## src/rtl/cds_pkg.sv

```systemverilog
// ---------------------------------------------------------------------------
// cds_pkg: shared constants and types for the clock divider search
// Search ranges, field widths, memory clock constants and the candidate
// record passed from the sequencer to the best-pair tracker.
// ---------------------------------------------------------------------------
package cds_pkg;

  // Field widths
  localparam int unsigned TARGET_W = 18;
  localparam int unsigned NUM_W    = 7;
  localparam int unsigned DEN_W    = 6;
  localparam int unsigned CODE_W   = 6;

  // Search ranges (upper bounds exclusive)
  localparam int unsigned NUM_LO = 16;
  localparam int unsigned NUM_HI = 127;
  localparam int unsigned DEN_LO = 20;
  localparam int unsigned DEN_HI = 63;

  // Distinct even divisors 20, 22, .. 62
  localparam int unsigned NUM_DIVS  = (DEN_HI - DEN_LO + 1) / 2;
  localparam int unsigned DIV_IDX_W = $clog2(NUM_DIVS);

  // Reference oscillator factor (default)
  localparam int unsigned OSC_FACTOR_KHZ = 28636;

  // Memory clock
  localparam int unsigned MCLK_BASE_KHZ = 14318;
  localparam int unsigned MCLK_PROD_W   = 20;
  localparam int unsigned MCLK_W        = MCLK_PROD_W - 3;
  localparam int unsigned MCLK_WINDOW   = 200;
  localparam int unsigned MCLK_SLACK    = 10;
  localparam logic [CODE_W-1:0] MCLK_CODE_RESET = CODE_W'(28);

  // Beat widths
  localparam int unsigned IN_TDATA_W  = 24;
  localparam int unsigned OUT_TDATA_W = 16;

  // One candidate pair offered to the tracker
  typedef struct packed {
    logic             valid;
    logic [NUM_W-1:0] num;
    logic [DEN_W-1:0] den;
  } cand_t;

endpackage

```

## src/rtl/cds_divstep.sv

```systemverilog
// ---------------------------------------------------------------------------
// cds_divstep: incremental quotient of n * OSC / D
// Keeps quotient and remainder of n * OSC / D for the current even divisor D
// and on step_i steps n by one with a single add, compare and subtract per cycle.
// ---------------------------------------------------------------------------
module cds_divstep #(
  parameter int unsigned OscFactorKhz = cds_pkg::OSC_FACTOR_KHZ,
  parameter int unsigned ClkW         = 18
) (
  input  logic                           clk_i,
  input  logic                           clear_i,
  input  logic                           step_i,
  input  logic [cds_pkg::DIV_IDX_W-1:0]  div_idx_i,
  output logic [ClkW-1:0]                quot_o
);
  import cds_pkg::*;

  logic [ClkW-1:0]  q_tab [NUM_DIVS];
  logic [DEN_W-1:0] r_tab [NUM_DIVS];
  logic [ClkW-1:0]  quot_q, quot_d;
  logic [DEN_W-1:0] rem_q, rem_d;
  logic [DEN_W:0]   rem_sum, den_full;
  logic             carry;

  // Per-divisor increments: OSC / D and OSC % D
  for (genvar g = 0; g < NUM_DIVS; g++) begin : g_tab
    localparam int unsigned Den = DEN_LO + 2 * g;
    localparam int unsigned Quo = OscFactorKhz / Den;
    localparam int unsigned Rem = OscFactorKhz % Den;
    assign q_tab[g] = ClkW'(Quo);
    assign r_tab[g] = DEN_W'(Rem);
  end

  // Remainder add with one conditional subtract
  assign den_full = (DEN_W+1)'(DEN_LO) + (DEN_W+1)'({div_idx_i, 1'b0});
  assign rem_sum  = {1'b0, rem_q} + {1'b0, r_tab[div_idx_i]};
  assign carry    = (rem_sum >= den_full);

  always_comb begin
    quot_d = quot_q;
    rem_d  = rem_q;
    if (clear_i) begin
      quot_d = '0;
      rem_d  = '0;
    end else if (step_i) begin
      quot_d = quot_q + q_tab[div_idx_i] + ClkW'(carry);
      rem_d  = carry ? DEN_W'(rem_sum - den_full) : DEN_W'(rem_sum);
    end
  end

  always_ff @(posedge clk_i) begin
    quot_q <= quot_d;
    rem_q  <= rem_d;
  end

  assign quot_o = quot_q;

endmodule

```

## src/rtl/cds_best.sv

```systemverilog
// ---------------------------------------------------------------------------
// cds_best: best-pair tracker
// Compares one candidate clock a cycle against the target and keeps the
// closest pair; ties go to the lower numerator, then the lower denominator.
// ---------------------------------------------------------------------------
module cds_best #(
  parameter int unsigned ClkW  = 18,
  parameter int unsigned DiffW = (ClkW > cds_pkg::TARGET_W) ? ClkW : cds_pkg::TARGET_W
) (
  input  logic                          clk_i,
  input  logic                          rst_ni,
  input  logic                          start_i,
  input  logic [cds_pkg::TARGET_W-1:0]  target_i,
  input  cds_pkg::cand_t                cand_i,
  input  logic [ClkW-1:0]               cand_clk_i,
  output logic [DiffW-1:0]              best_o,
  output logic [cds_pkg::NUM_W-1:0]     num_o,
  output logic [cds_pkg::DEN_W-1:0]     den_o,
  output logic                          found_o
);
  import cds_pkg::*;

  logic [DiffW-1:0] best_q, best_d;
  logic [NUM_W-1:0] num_q, num_d;
  logic [DEN_W-1:0] den_q, den_d;
  logic             hit_q, hit_d;
  logic [DiffW-1:0] c_ext, t_ext, diff;
  logic             earlier, better;

  // Absolute distance to the target
  assign c_ext = DiffW'(cand_clk_i);
  assign t_ext = DiffW'(target_i);
  assign diff  = (c_ext > t_ext) ? (c_ext - t_ext) : (t_ext - c_ext);

  // Strictly closer, or equally close and lower in numerator, then denominator order
  assign earlier = ({cand_i.num, cand_i.den} < {num_q, den_q});
  assign better  = cand_i.valid &&
                   ((diff < best_q) || (hit_q && (diff == best_q) && earlier));

  always_comb begin
    best_d = best_q;
    num_d  = num_q;
    den_d  = den_q;
    hit_d  = hit_q;
    if (start_i) begin
      best_d = t_ext;
      num_d  = '0;
      den_d  = '0;
      hit_d  = 1'b0;
    end else if (better) begin
      best_d = diff;
      num_d  = cand_i.num;
      den_d  = cand_i.den;
      hit_d  = 1'b1;
    end
  end

  always_ff @(posedge clk_i or negedge rst_ni) begin
    if (!rst_ni) begin
      hit_q <= 1'b0;
    end else begin
      hit_q <= hit_d;
    end
  end

  always_ff @(posedge clk_i) begin
    best_q <= best_d;
    num_q  <= num_d;
    den_q  <= den_d;
  end

  assign best_o  = best_q;
  assign num_o   = num_q;
  assign den_o   = den_q;
  assign found_o = hit_q;

endmodule

```

## src/rtl/clock_divider_search_core.sv

```systemverilog
// ---------------------------------------------------------------------------
// clock_divider_search_core: pixel clock divider search
// Scans numerator/denominator pairs for the closest pixel clock to a target
// and checks whether the configured memory clock is close enough to serve.
//
//   channel   dir  beat fields (lsb first)
//   s_axis    in   tdata: target_khz[17:0]
//   m_axis    out  tdata: numerator[6:0], denominator[12:7], use_mclk[13],
//                         found[14]
//   cfg       in   cfg_wdata_i: mclk_code[5:0], written when cfg_we_i high
//
// Each item goes through accept, 22 divisor passes and finish.
// Each pass runs n = 0..126 through one shared quotient step unit; n below 16
// offers no candidate, otherwise the even then the odd denominator get one compare each.
// s_axis_tready_o is high only while idle; a result waits in the output
// register and the next target is taken meanwhile.
// Reset clears control state and sets mclk_code to 28.
// ---------------------------------------------------------------------------
module clock_divider_search_core #(
  parameter int unsigned OscFactorKhz = cds_pkg::OSC_FACTOR_KHZ
) (
  input  logic                                clk_i,
  input  logic                                rst_ni,
  // target_khz[17:0]
  input  logic [cds_pkg::IN_TDATA_W-1:0]      s_axis_tdata_i,
  input  logic                                s_axis_tvalid_i,
  output logic                                s_axis_tready_o,
  // numerator[6:0], denominator[12:7], use_mclk[13], found[14]
  output logic [cds_pkg::OUT_TDATA_W-1:0]     m_axis_tdata_o,
  output logic                                m_axis_tvalid_o,
  input  logic                                m_axis_tready_i,
  input  logic                                cfg_we_i,
  input  logic [cds_pkg::CODE_W-1:0]          cfg_wdata_i
);
  import cds_pkg::*;

  localparam int unsigned ClkMax = (NUM_HI - 1) * OscFactorKhz / DEN_LO;
  localparam int unsigned ClkW   = $clog2(ClkMax + 1);
  localparam int unsigned DiffW  = (ClkW > TARGET_W) ? ClkW : TARGET_W;
  localparam int unsigned MdW    = (MCLK_W > TARGET_W) ? MCLK_W : TARGET_W;

  typedef enum logic [2:0] {
    S_IDLE   = 3'b001,
    S_RUN    = 3'b010,
    S_FINISH = 3'b100
  } state_e;

  state_e                 state_q, state_d;
  logic [DIV_IDX_W-1:0]   di_q, di_d;
  logic [NUM_W-1:0]       n_q, n_d;
  logic                   ph_q, ph_d;
  logic [TARGET_W-1:0]    target_q, target_d;
  logic [CODE_W-1:0]      mclk_code_q;
  logic                   m_valid_q, m_valid_d;
  logic [NUM_W-1:0]       out_num_q;
  logic [DEN_W-1:0]       out_den_q;
  logic                   out_use_q, out_found_q;

  logic                   start, acc_clear, acc_step, load_out;
  logic                   in_beat;
  cand_t                  cand;
  logic [ClkW-1:0]        quot, cand_clk;
  logic [DEN_W-1:0]       den_even, den_odd;
  logic                   n_in_range, last_n, last_div;

  logic [DiffW-1:0]       best;
  logic [NUM_W-1:0]       best_num;
  logic [DEN_W-1:0]       best_den;
  logic                   found;

  logic [MCLK_PROD_W-1:0] mclk_prod;
  logic [MdW-1:0]         mclk_ext, tgt_ext, mdist;
  logic                   use_mclk;

  assign in_beat         = s_axis_tvalid_i && s_axis_tready_o;
  assign s_axis_tready_o = (state_q == S_IDLE);

  // Configuration register
  always_ff @(posedge clk_i or negedge rst_ni) begin
    if (!rst_ni) begin
      mclk_code_q <= MCLK_CODE_RESET;
    end else if (cfg_we_i) begin
      mclk_code_q <= cfg_wdata_i;
    end
  end

  // Scan position decode
  assign den_even   = DEN_W'(DEN_LO) + DEN_W'({di_q, 1'b0});
  assign den_odd    = den_even + DEN_W'(1);
  assign n_in_range = (n_q >= NUM_W'(NUM_LO));
  assign last_n     = (n_q == NUM_W'(NUM_HI - 1));
  assign last_div   = (di_q == DIV_IDX_W'(NUM_DIVS - 1));
  assign cand_clk   = ph_q ? (quot >> 1) : quot;

  // Sequencer
  always_comb begin
    state_d    = state_q;
    di_d       = di_q;
    n_d        = n_q;
    ph_d       = ph_q;
    target_d   = target_q;
    start      = 1'b0;
    acc_clear  = 1'b0;
    acc_step   = 1'b0;
    load_out   = 1'b0;
    cand.valid = 1'b0;
    cand.num   = n_q;
    cand.den   = ph_q ? den_odd : den_even;
    unique case (state_q)
      S_IDLE: begin
        if (in_beat) begin
          target_d  = s_axis_tdata_i[TARGET_W-1:0];
          start     = 1'b1;
          acc_clear = 1'b1;
          di_d      = '0;
          n_d       = '0;
          ph_d      = 1'b0;
          state_d   = S_RUN;
        end
      end
      S_RUN: begin
        // even denominator needs n >= d; d = 63 is out of range
        cand.valid = n_in_range && (ph_q ? !last_div : (n_q >= NUM_W'(den_even)));
        ph_d       = n_in_range && !ph_q;
        if (!n_in_range || ph_q) begin
          if (last_n) begin
            if (last_div) begin
              state_d = S_FINISH;
            end else begin
              di_d      = di_q + DIV_IDX_W'(1);
              n_d       = '0;
              acc_clear = 1'b1;
            end
          end else begin
            n_d      = n_q + NUM_W'(1);
            acc_step = 1'b1;
          end
        end
      end
      S_FINISH: begin
        if (!m_valid_q || m_axis_tready_i) begin
          load_out = 1'b1;
          state_d  = S_IDLE;
        end
      end
      default: begin
        state_d = S_IDLE;
      end
    endcase
  end

  always_ff @(posedge clk_i or negedge rst_ni) begin
    if (!rst_ni) begin
      state_q <= S_IDLE;
      di_q    <= '0;
      n_q     <= '0;
      ph_q    <= 1'b0;
    end else begin
      state_q <= state_d;
      di_q    <= di_d;
      n_q     <= n_d;
      ph_q    <= ph_d;
    end
  end

  always_ff @(posedge clk_i) begin
    target_q <= target_d;
  end

  // Shared quotient step unit
  cds_divstep #(
    .OscFactorKhz (OscFactorKhz),
    .ClkW         (ClkW)
  ) u_divstep (
    .clk_i     (clk_i),
    .clear_i   (acc_clear),
    .step_i    (acc_step),
    .div_idx_i (di_q),
    .quot_o    (quot)
  );

  // Closest-pair tracker
  cds_best #(
    .ClkW  (ClkW),
    .DiffW (DiffW)
  ) u_best (
    .clk_i      (clk_i),
    .rst_ni     (rst_ni),
    .start_i    (start),
    .target_i   (target_d),
    .cand_i     (cand),
    .cand_clk_i (cand_clk),
    .best_o     (best),
    .num_o      (best_num),
    .den_o      (best_den),
    .found_o    (found)
  );

  // Memory clock check
  assign mclk_prod = MCLK_PROD_W'(MCLK_BASE_KHZ) * MCLK_PROD_W'(mclk_code_q);
  assign mclk_ext  = MdW'(mclk_prod[MCLK_PROD_W-1:3]);
  assign tgt_ext   = MdW'(target_q);
  assign mdist     = (mclk_ext > tgt_ext) ? (mclk_ext - tgt_ext) : (tgt_ext - mclk_ext);
  assign use_mclk  = ((DiffW+1)'(mdist) <= ((DiffW+1)'(best) + (DiffW+1)'(MCLK_SLACK))) ||
                     (mdist <= MdW'(MCLK_WINDOW));

  // Output register
  always_comb begin
    m_valid_d = m_valid_q;
    if (load_out) begin
      m_valid_d = 1'b1;
    end else if (m_axis_tready_i) begin
      m_valid_d = 1'b0;
    end
  end

  always_ff @(posedge clk_i or negedge rst_ni) begin
    if (!rst_ni) begin
      m_valid_q <= 1'b0;
    end else begin
      m_valid_q <= m_valid_d;
    end
  end

  always_ff @(posedge clk_i) begin
    if (load_out) begin
      out_num_q   <= best_num;
      out_den_q   <= best_den;
      out_use_q   <= use_mclk;
      out_found_q <= found;
    end
  end

  assign m_axis_tvalid_o = m_valid_q;
  assign m_axis_tdata_o  = {1'b0, out_found_q, out_use_q, out_den_q, out_num_q};

  // Checks
  a_run_in_range: assert property (@(posedge clk_i) disable iff (!rst_ni)
    (state_q == S_RUN) |-> (di_q <= DIV_IDX_W'(NUM_DIVS - 1)))
    else $error("divisor index beyond last divisor");

  a_accept_starts: assert property (@(posedge clk_i) disable iff (!rst_ni)
    in_beat |=> (state_q == S_RUN) && (n_q == '0) && (di_q == '0))
    else $error("accepted beat did not start a scan");

  a_not_found_zero: assert property (@(posedge clk_i) disable iff (!rst_ni)
    (m_valid_q && !out_found_q) |-> (out_num_q == '0) && (out_den_q == '0))
    else $error("pair reported without a hit");

  a_found_legal: assert property (@(posedge clk_i) disable iff (!rst_ni)
    (m_valid_q && out_found_q) |->
      (out_num_q >= NUM_W'(NUM_LO)) && (out_den_q >= DEN_W'(DEN_LO)) &&
      (out_den_q[0] || (out_num_q >= NUM_W'(out_den_q))))
    else $error("reported pair outside the legal set");

  a_load_only_finish: assert property (@(posedge clk_i) disable iff (!rst_ni)
    load_out |-> (state_q == S_FINISH))
    else $error("result loaded outside finish");

endmodule

```

## config.mk

```make
export PLATFORM = sky130hd
export DESIGN_NAME = clock_divider_search_core
export DESIGN_NICKNAME = d
export VERILOG_FILES = /design/src/rtl/cds_pkg.sv /design/src/rtl/cds_divstep.sv /design/src/rtl/cds_best.sv /design/src/rtl/clock_divider_search_core.sv
export SDC_FILE = /design/constraint.sdc
export NUM_CORES = 1
export LEC_CHECK = 0
export BUFFER_PORTS_ARGS = -buffer_cell sky130_fd_sc_hd__buf_4
export CAP_MARGIN = 30
export CORE_MARGIN = 5
export CORE_UTILIZATION = 60
export DETAILED_ROUTE_END_ITERATION = 10
export PLACE_DENSITY = 0.78
export SYNTH_ARGS = -nofsm -noshare
export SYNTH_HDL_FRONTEND = slang
export SYNTH_SLANG_ARGS = --single-unit
```

## constraint.sdc

```tcl
create_clock -name clk_i -period 18.3 [get_ports clk_i]
set_input_delay 1.83 -clock clk_i [delete_from_list [all_inputs] [get_ports clk_i]]
set_output_delay 1.83 -clock clk_i [all_outputs]
set_load 0.01 [all_outputs]
```

; ---- Word level (Yosys, flattened, before mapping)
; Memory sizes are Yosys's and may differ from the RTL's.
; Cells that the tools add are included.
[classes]
bitwise = 1
magnitude_cmp = 10
n_mux = 48
n_mul = 1
n_addsub = 14
n_eq_ne = 13
n_reduce_logical = 21
[ops]
columns = op, n
row1 = $mux 18, 9
row2 = $sub 18x18->18, 2
row3 = $mux 7, 4
row4 = $mux 6, 4
row5 = $mux 5, 4
row6 = $add 18x4->19 const B, 1
row7 = $le 18x19->1, 1
row8 = $mul 13x6->19 const A, 1
row9 = $add 18x1->18, 1
row10 = $add 18x18->18, 1
row11 = $eq 18x18->1, 1
row12 = $gt 17x18->1, 1
row13 = $gt 18x18->1, 1
row14 = $le 18x8->1 const B, 1
row15 = $lt 18x18->1, 1
row16 = $sub 17x18->18, 1
row17 = $sub 18x17->18, 1
row18 = $mux 1, 17
row19 = $mux 3, 5
row20 = $pmux 7 s2, 1
row21 = $lt 13x13->1, 1
row22 = $ne 2x2->1 const B, 5
row23 = $pmux 5 s2, 1
row24 = $reduce_and 5->1, 2
row25 = other kinds (27), 41
[word_totals]
wordCells = 127
output_inout_bits = 18
regBits = 112
memories = 2
romBits = 768
[memory_table]
columns = memory, depth, word_bits, rd, rd_clocked_by_memory_dff, write_ports, line_no
row1 = (no name shown), 32, 18, 1, 0, 0, cds_divstep.sv:46  ; quot_d = quot_q + q_tab[div_idx_i] + ClkW'(carry);
row2 = (no name shown), 32, 6, 1, 0, 0, cds_divstep.sv:36  ; assign rem_sum = {1'b0, rem_q} + {1'b0, r_tab[div_idx_i]};

; ---- Logic depth before layout (Yosys ltp)
; Gate-level depths: netlist (run 1).
[logic_depth]
ltp_word = 13
ltp_mapped = 37
ltp_nobuf = 36

; ---- Cells and area by module
; From an unflattened synthesis (run 1), not the netlist that was laid out.
[unflattened]
cells_unflattened = 1491
area_unflattened_um2 = 12614.6
[by_module_without_submodules]
columns = module, n_inst, cells_each, seq_area_each_um2, area_each_um2
row1 = clock_divider_search_core, 1, 718, 1391.3, 6366.1
row2 = cds_best, 1, 469, 825.8, 3905.0
row3 = cds_divstep, 1, 304, 460.4, 2343.5

; ---- Worst setup path before layout (run 1)
; Ideal clock, no wire load.
[synth_timing]
path_kind = input port to flip-flop
from = in s_axis_tvalid_i
to = reg u_best.best_q[0], in the netlist u_best.best_o[0] (enable)
cell_stages = 28
path_buffers = 4
setup_ns = 0.375
t_required_ns = 17.925
arrival_time_ns = 7.509
setup_slack_ns = 10.416
cell_sequence = and2_1 > clkbuf_1 > buf_1 > nor2_1 > a21oi_1 > inv_1 > ha_1 > fa_1 > nor2b_1 > o21a_1 > o21ai_1 > a211oi_1 > nor2_1 > a211oi_2 > or2_1 > buf_6 > mux2_4 > or3_1 > and2_1 > ha_1 > a21o_1 > a21oi_1 > nor2b_1 > o31a_1 > o21ai_0 > nand2_1 > buf_1 > nand2_1
[synth_via]
elab_chain_cells = 11
elab_cells_between_ends = 16
cone_classes = add/sub: 2 / order compare: 2 / eq/ne: 1 / mux: 5 / reduce/logical: 6
[synth_rtl]
columns = item, line_no
row1 = from (decl), clock_divider_search_core.sv:26  ; input logic s_axis_tvalid_i,
row2 = $logic_and 1x1->1 (*), clock_divider_search_core.sv:75  ; assign in_beat = s_axis_tvalid_i && s_axis_tready_o;
row3 = $mux 18 (*), clock_divider_search_core.sv:111  ; if (in_beat) begin
row4 = $mux 18 (*), clock_divider_search_core.sv:109  ; unique case (state_q)
row5 = net target_d[0], clock_divider_search_core.sv:52  ; logic [TARGET_W-1:0] target_q, target_d;
row6 = $sub 18x18->18 / $gt 18x18->1 (equally long branches), cds_best.sv:33  ; assign diff = (c_ext > t_ext) ? (c_ext - t_ext) : (t_ext - c_ext);
row7 = $mux 18 (*), cds_best.sv:33
row8 = "parallel branches: the longest is 3 deep, another holds $lt 18x18->1", n/a
row9 = $logic_or 1x1->1 (*), cds_best.sv:38  ; ((diff < best_q) || (hit_q && (diff == best_q) && earlier));
row10 = $logic_and 1x1->1 (*), cds_best.sv:37  ; assign better = cand_i.valid &&
row11 = $reduce_bool 2->1 (no source line) (*), n/a
row12 = to (signal assigned), cds_best.sv:67  ; best_q <= best_d;
row13 = to (decl), cds_best.sv:23  ; logic [DiffW-1:0] best_q, best_d;
; Mark *: on every way through the listed nets, which the timed path passes.
; A chain may end at the register's enable or synchronous reset.

; ---- Final worst setup path (run 1)
[layout_timing]
from = in s_axis_tvalid_i
to = reg u_best.best_q[16], in the netlist u_best.best_o[16] (enable)
; Same word-level chain as after synthesis.

==> metrics, run 1 <==
Final Hold Viols 0; Most used DFF post-synth dfxtp_1; Yosys warning total 0; clock transition at the registers of the reported paths around 0.080 ns; Worst Hold End out_den_q[5]$_DFFE_PP_; register area share after synthesis 0.215; XOR/XNOR share of the synthesized area 0.0615; H-tree depth 3; Slew Limit Fails 0; setup slack, reg-to-reg approximately 9.4 ns; Post-synth EDFFs 33; Die W 154 um; Routed Antenna Nets 0; synth-to-layout area growth 6.25%; Compound-Gate Fraction of Synth Area 0.195; FF-to-FF path depth 35; initial core utilization 0.612; clock sink count around 110; root buf cell clkbuf_16; RSZ-0062 raised after global routing no; CP Class in2reg; grt total ovfl 0; status finished, final reports clean; first-pass GRT wire length between 50,000 and 60,000 um; die height around 150 um; setup TNS 0 ns; largest net degree at the start of global routing 47; Post-Syn Instances 1,477; row cnt between 50 and 60; die area 23,800 sq um; post-synthesis async set-or-reset flop share 0.216; All-Layer GR Usage 0.256; I/O Buffers 45; Netlist cell types 82; drt pass-1 iters 6; Num CTS Buffers 9; Final Critical Period 9.09 ns; Worst R2R End out_use_q$_DFFE_PP_; share of layout cells above drive strength 1 0.0879; hold path cells 0; cell area after synthesis roughly 12,000 sq um; DPL Wire Length 24,800 um; Hold-fix buffers, CTS 0; total of max-cap violations 0; fmax 110 MHz; syn_nets around 1,700; vias in the first global route ~10,000; DRC Markers 0; mux share of post-synthesis cell area 0.0611; syn_area_per_cell about 8.4 sq um; I/O pin total 53; Hold Path Class reg2reg; initial antenna violation count 0; fin crit share 0.497; Clock Latency Late Sink approximately 0.37 ns; Critical Path RT 18.30 ns; Worst Tran Pin Value roughly 0.99 ns; fraction of the mapped netlist area in simple logic gates 0.146; most common cell after layout, fill and taps aside inv_1; Clock Skews between 0.015 and 0.02 ns; endpoint type of the worst setup path register; FF+latch count, synth roughly 110; FF-to-FF Start mclk_code_q[2]$_DFFE_PN1P_; Setup violations, final 0; post-cts sizing count 0; largest family of logic cells by synthesized area adder cells; setup bufs post-CTS 0; Wirelength per Cell around 17 um; Routed WL 30,800 um; Final GP Congestion 0.928; Synth Area in Adders 0.243; core area around 20,000 sq um; via count a little over 10,000; startpoint types input pin; Hold Startpoint u_best.den_o[5]$_SDFFE_PP0P_; worst-case clock buffer depth 2; Ant. Diodes 0; detailed router's first-iteration violation count 503; crit-path max FO between 40 and 50; CP arrival approximately 9.1 ns; Vias/cell roughly 5.9; nets roughly 1,700; CTS tree built; max_slew headroom 0.338; highest-count cells in the layout ignoring fill and taps inv_1, ha_1, a21oi_1, nand2_1, nor2_1
==> flip-flops by register name, indices dropped and copies added (netlist names), 3 cells and up <==
name,count
out_den_q,6
di_q,5
u_best.best_o,18
n_q,7
out_num_q,7
mclk_code_q,6
u_divstep.quot_o,18
u_divstep.rem_q,5
state_q,3
u_best.den_o,6
u_best.num_o,7
target_q,18
==> worst max-delay path by stage <==
stage / start / to / depth (start not counted)
final: s_axis_tvalid_i / u_best.best_o[16]$_DFFE_PP_ / 28
after global routing: s_axis_tvalid_i / u_best.best_o[4]$_DFFE_PP_ / 28
after CTS: s_axis_tvalid_i / u_best.best_o[12]$_DFFE_PP_ / 28
after detailed placement: s_axis_tvalid_i / u_best.best_o[15]$_DFFE_PP_ / 28
after global placement: s_axis_tvalid_i / u_best.best_o[13]$_DFFE_PP_ / 28
after floorplan: s_axis_tvalid_i / u_best.best_o[0]$_DFFE_PP_ / 28
==> critical path, cell delays in order <==
cell and delay [ns]:
buf_4 0.12, and2_1 0.12, buf_4 0.43, nor2_1 0.08
a21oi_1 0.18, inv_1 0.10, ha_1 0.25, fa_1 0.40
nor2b_1 0.13, o21a_1 0.14, o21ai_1 0.13, a211oi_1 0.27
nor2_1 0.13, a211oi_2 0.62, nor2_1 0.30, buf_4 0.27
a211o_1 0.33, a21boi_0 0.23, xnor2_1 0.17, ha_1 0.28
o21a_1 0.11, o21a_1 0.16, o21ai_0 0.15, a21oi_1 0.10
o31a_1 0.32, o21ai_0 0.40, nand2_1 0.55, nand2_1 0.77
==> layout make-up <==
cell class                      instances  area, sq um
Inverter                              196          736
Tap cell                              270          338
Fill cell                            1747         7120
Timing Repair Buffer                   52          390
Clock inverter                          7         70.1
Multi-Input combinational cell       1115         8810
Clock buffer                            9          225
Sequential cell                       111         2680
==> kinds of logic after synthesis <==
group	Yosys count
flip-flops	111
AO/OA/AOI/OAI	375
buffers and inverters	251
XOR/XNOR	86
adder cells (fa/ha/maj)	223
AND/OR/NAND/NOR	359
other	1
multiplexers	71
==> stage by stage <==
step	hold slack [ns]	area, sq um	std cells	util	setup WS [ns]
after floorplan	0.408	12500	1477	-	10.42
after global placement	0.420	12900	1743	0.636	9.02
after detailed placement	0.421	13000	1744	0.636	8.94
after CTS	0.437	13200	1760	0.650	9.31
after global routing	0.437	13200	1760	0.650	8.69
final	0.440	13200	1760	0.650	9.21
==> cells in the mapped netlist, types with 5 or more instances <==
master    number  area [sq um]
a21boi_0       7          52.6
a31oi_1       13          81.3
and2_1        15          93.8
o21bai_1      17           128
mux2i_1       33           330
nand2b_1      15          93.8
buf_4          7          52.6
buf_1          9          33.8
buf_2          5          25.0
o21ai_0       73           365
ha_1         191          2390
o21a_1        18           135
dfxtp_1       54          1080
xor2_1        29           254
dfrtp_1       20           500
and3_1        12          75.1
nand3b_1       5          37.5
nor3b_1        8          60.1
nand3_1       26           130
a221oi_1       5          43.8
fa_1          32           641
clkbuf_1      33           124
nand2_1       93           349
a21oi_1      113           566
or3_1         10          62.6
xnor2_1       56           490
a21o_1        49           368
mux2_2        37           417
inv_1        195           732
nor4_1         5          31.3
o31ai_1        5          37.5
nor2b_1       17           106
a211oi_1      14           105
nor3_1        25           125
a211o_1        8          70.1
edfxtp_1      33           991
or2_2          6          37.5
nor2_1        83           312
nand4_1       18           113
==> per-layer routing <==
layer / vias up / wire length, um / track usage
met4: 0 / 842 / 0.0841
li1: 5172 / - / -
met2: 257 / 15300 / 0.452
met5: - / 0 / 0
met3: 54 / 1340 / 0.0236
met1: 4911 / 13300 / 0.331
Power of run 1 is not shown: default switching activity piles up to over one toggle a cycle in this logic, so the estimate is an artifact.
==> run 2, diff against run 1 <==
--- a/config.mk
+++ b/config.mk
@@ -5,12 +5,13 @@
 export SDC_FILE = /design/constraint.sdc
 export NUM_CORES = 1
 export LEC_CHECK = 0
+export ABC_AREA = 1
 export BUFFER_PORTS_ARGS = -buffer_cell sky130_fd_sc_hd__buf_4
 export CAP_MARGIN = 30
 export CORE_MARGIN = 5
-export CORE_UTILIZATION = 60
+export CORE_UTILIZATION = 58
 export DETAILED_ROUTE_END_ITERATION = 10
-export PLACE_DENSITY = 0.78
+export PLACE_DENSITY = 0.79
 export SYNTH_ARGS = -nofsm -noshare
 export SYNTH_HDL_FRONTEND = slang
 export SYNTH_SLANG_ARGS = --single-unit
==> constraint.sdc (replaced) <==
create_clock -name clk_i -period 7.6 [get_ports clk_i]
set_input_delay 0.76 -clock clk_i [delete_from_list [all_inputs] [get_ports clk_i]]
set_output_delay 0.76 -clock clk_i [all_outputs]
set_load 0.01 [all_outputs]
==> run 2 against run 1 <==
  * Sequential share of layout area decreased by 1.1 points
  * First-iteration DRC count increased by 100%
  * Die area grew 8.0%
  * Sequential cell count did not move
  * Via count up 18%
  * Non-clock buffer count rose by 5
  * Area after synthesis is 5.0% higher
  * Utilization shrank 2.6 points
  * Global-route usage increased by 1.7 points
  * Clock skew is 0.0019 ns higher
==> metrics, run 2 <==
CP Class reg2reg; syn_area_per_cell approximately 6.9 sq um; detailed router's first-iteration violation count between 1,000 and 1,500; Netlist cell types 58; FF-to-FF Start mclk_code_q[2]$_DFFE_PN1P_; first-pass GRT wire length 57,600 um; clock sink count 111; DPL Wire Length 29,000 um; fin area roughly 14,000 sq um; Wirelength per Cell 16.0 um; clock transition at the registers of the reported paths 0.09 ns; FF-to-FF path depth 32; dpl cell area about 14,000 sq um; Die W ~160 um; CTS tree built; fin crit share 0.947; setup slack, reg-to-reg between 0.4 and 0.5 ns; FF+latch count, synth between 100 and 150; Final Hold Viols 0; largest cells by area after synthesis ha_1, nand2_1, inv_1; Slew Limit Fails 0; DRC Markers 0; share of the synthesized area in the top cell type 0.183; Yosys warning total 0; Critical Path Max Stage Delay a little under 0.6 ns; drt pass-1 iters 6; Routed Antenna Nets 0; I/O pin total 53; fmax about 140 MHz; Num CTS Buffers 9; die height 160 um; Routed WL approximately 35,000 um; startpoint types register; via count approximately 12,000; Worst Tran Pin Value a little under 0.7 ns; Setup violations, final 0; nets 2,176; All-Layer GR Usage 0.273; max_slew headroom 0.544; Worst R2R End out_use_q$_DFFE_PP_; CP Capture Point out_use_q$_DFFE_PP_; vias in the first global route ~12,000; Most used DFF post-synth dfxtp_1; grt total ovfl 0; Final Critical Period 7.20 ns; Layout Cells excl Fill 2,208; Hold Path Class in2async; most common cell in the netlist nand2_1; Hold WS 0.282 ns; Clock Skews roughly 0.017 ns; H-tree depth 3; share of layout cells above drive strength 1 0.0707; Critical Path RT just under 8 ns; cell taking the most area after synthesis ha_1; row cnt 55; cell area after synthesis 13,100 sq um; core area approximately 22,000 sq um; initial antenna violation count 0; root buf cell clkbuf_16; register area share after synthesis 0.205; highest-count cells in the layout ignoring fill and taps nand2_1, inv_1, ha_1, a21oi_1, o21ai_0; initial core utilization 0.583; endpoint type of the worst setup path register; CP startpoint mclk_code_q[2]$_DFFE_PN1P_; CP arrival between 7 and 8 ns; Ant. Diodes 0; syn_nets 2,149; crit-path max FO 19; CP dominant cell by count inv_1; status finished, final reports clean; synth-to-layout area growth 7.11%; Synth top cells by count nand2_1, inv_1, ha_1; Post-Syn Instances around 1,900; most common cell after layout, fill and taps aside nand2_1; setup TNS 0 ns; Vias/cell between 5 and 6; worst-case clock buffer depth 2; largest net degree at the start of global routing roughly 40; die area 25,700 sq um; Clock Latency Late Sink approximately 0.38 ns; total of max-cap violations 0; I/O Buffers between 40 and 50; post-synthesis async set-or-reset flop share 0.216; Post-synth EDFFs 33; Final GP Congestion a little over 1; Hold-fix buffers, CTS 0; Placed Cells ~2,200; slowest cell on the critical path dfstp_2
-- run 2: changes by cell type after synthesis, moves of 40 or more --
cell,previous run,this run
o21ai_0,73,145
nand2_1,93,397
xnor2_1,56,14
a21oi_1,113,168
xor2_1,29,76
inv_1,195,342
a21o_1,49,5
nand3_1,26,66
-- run 2: per-layer routing --
| layer | up-vias | global-route usage | part of all wire |
|---|---|---|---|
| met5 | - | 0 | 0 |
| met4 | 0 | 0.0829 | 0.026 |
| met3 | 65 | 0.0372 | 0.060 |
| met2 | 423 | 0.464 | 0.47 |
| met1 | 5623 | 0.362 | 0.44 |
| li1 | 6174 | - | - |
-- run 2: worst min path at each step --
stage / start / to / cells after the start
2_1_floorplan: u_best.den_o[1]$_SDFFE_PP0P_ / out_den_q[1]$_DFFE_PP_ / 0
3_3_place_gp: u_best.num_o[1]$_SDFFE_PP0P_ / out_num_q[1]$_DFFE_PP_ / 0
3_5_place_dp: u_best.den_o[4]$_SDFFE_PP0P_ / out_den_q[4]$_DFFE_PP_ / 0
4_1_cts: rst_ni / u_best.found_o$_DFFE_PN0P_ / 1
5_1_grt: rst_ni / u_best.found_o$_DFFE_PN0P_ / 1
6_report: rst_ni / u_best.found_o$_DFFE_PN0P_ / 1
-- run 2: cells by family after synthesis --
group           share of synthesized area
simple gates                        0.208
buf+inv                             0.123
compound gates                      0.170
fa+ha+maj                           0.232
flops                               0.205
xor+xnor                           0.0602
mux                               0.00249
other cells                      0.000287
-- run 2: layout make-up --
type,instances,area (sq um)
Sequential cell,111,2680
Tap cell,285,357
Fill cell,2086,8420
Multi-Input combinational cell,1367,8840
Clock inverter,7,98.8
Inverter,372,1400
Clock buffer,9,225
Timing Repair Buffer,57,428
-- run 2: worst max-delay path, delay by kind of cell, from the launching register on --
kind	cells	cell delay, ns
AOI/OAI and AO/OA	5	0.75
xor gates and xnor gates	1	0.32
adders and majority gates	6	2.71
buffers and inverters	6	0.49
DFF	1	0.58
and+or+nand+nor	14	2.25
-- run 2: what timing repair did --
| action | in CTS | in global routing |
|---|---|---|
| resized for setup | 0 | 14 |
| buffers inserted | 0 | 0 |
| setup endpoints to repair | 0 | 1 |
-- run 2: per-stage QoR --
| stage | worst slack [ns] | utilization |
|---|---|---|
| global placement | 0.433 | 0.608 |
| detailed placement | 0.209 | 0.609 |
| CTS | 0.180 | 0.623 |
| floorplan | 1.03 | - |
| finish | 0.404 | 0.625 |
| global route | -0.0101 | 0.625 |
Power of run 2 is left out for the same reason.
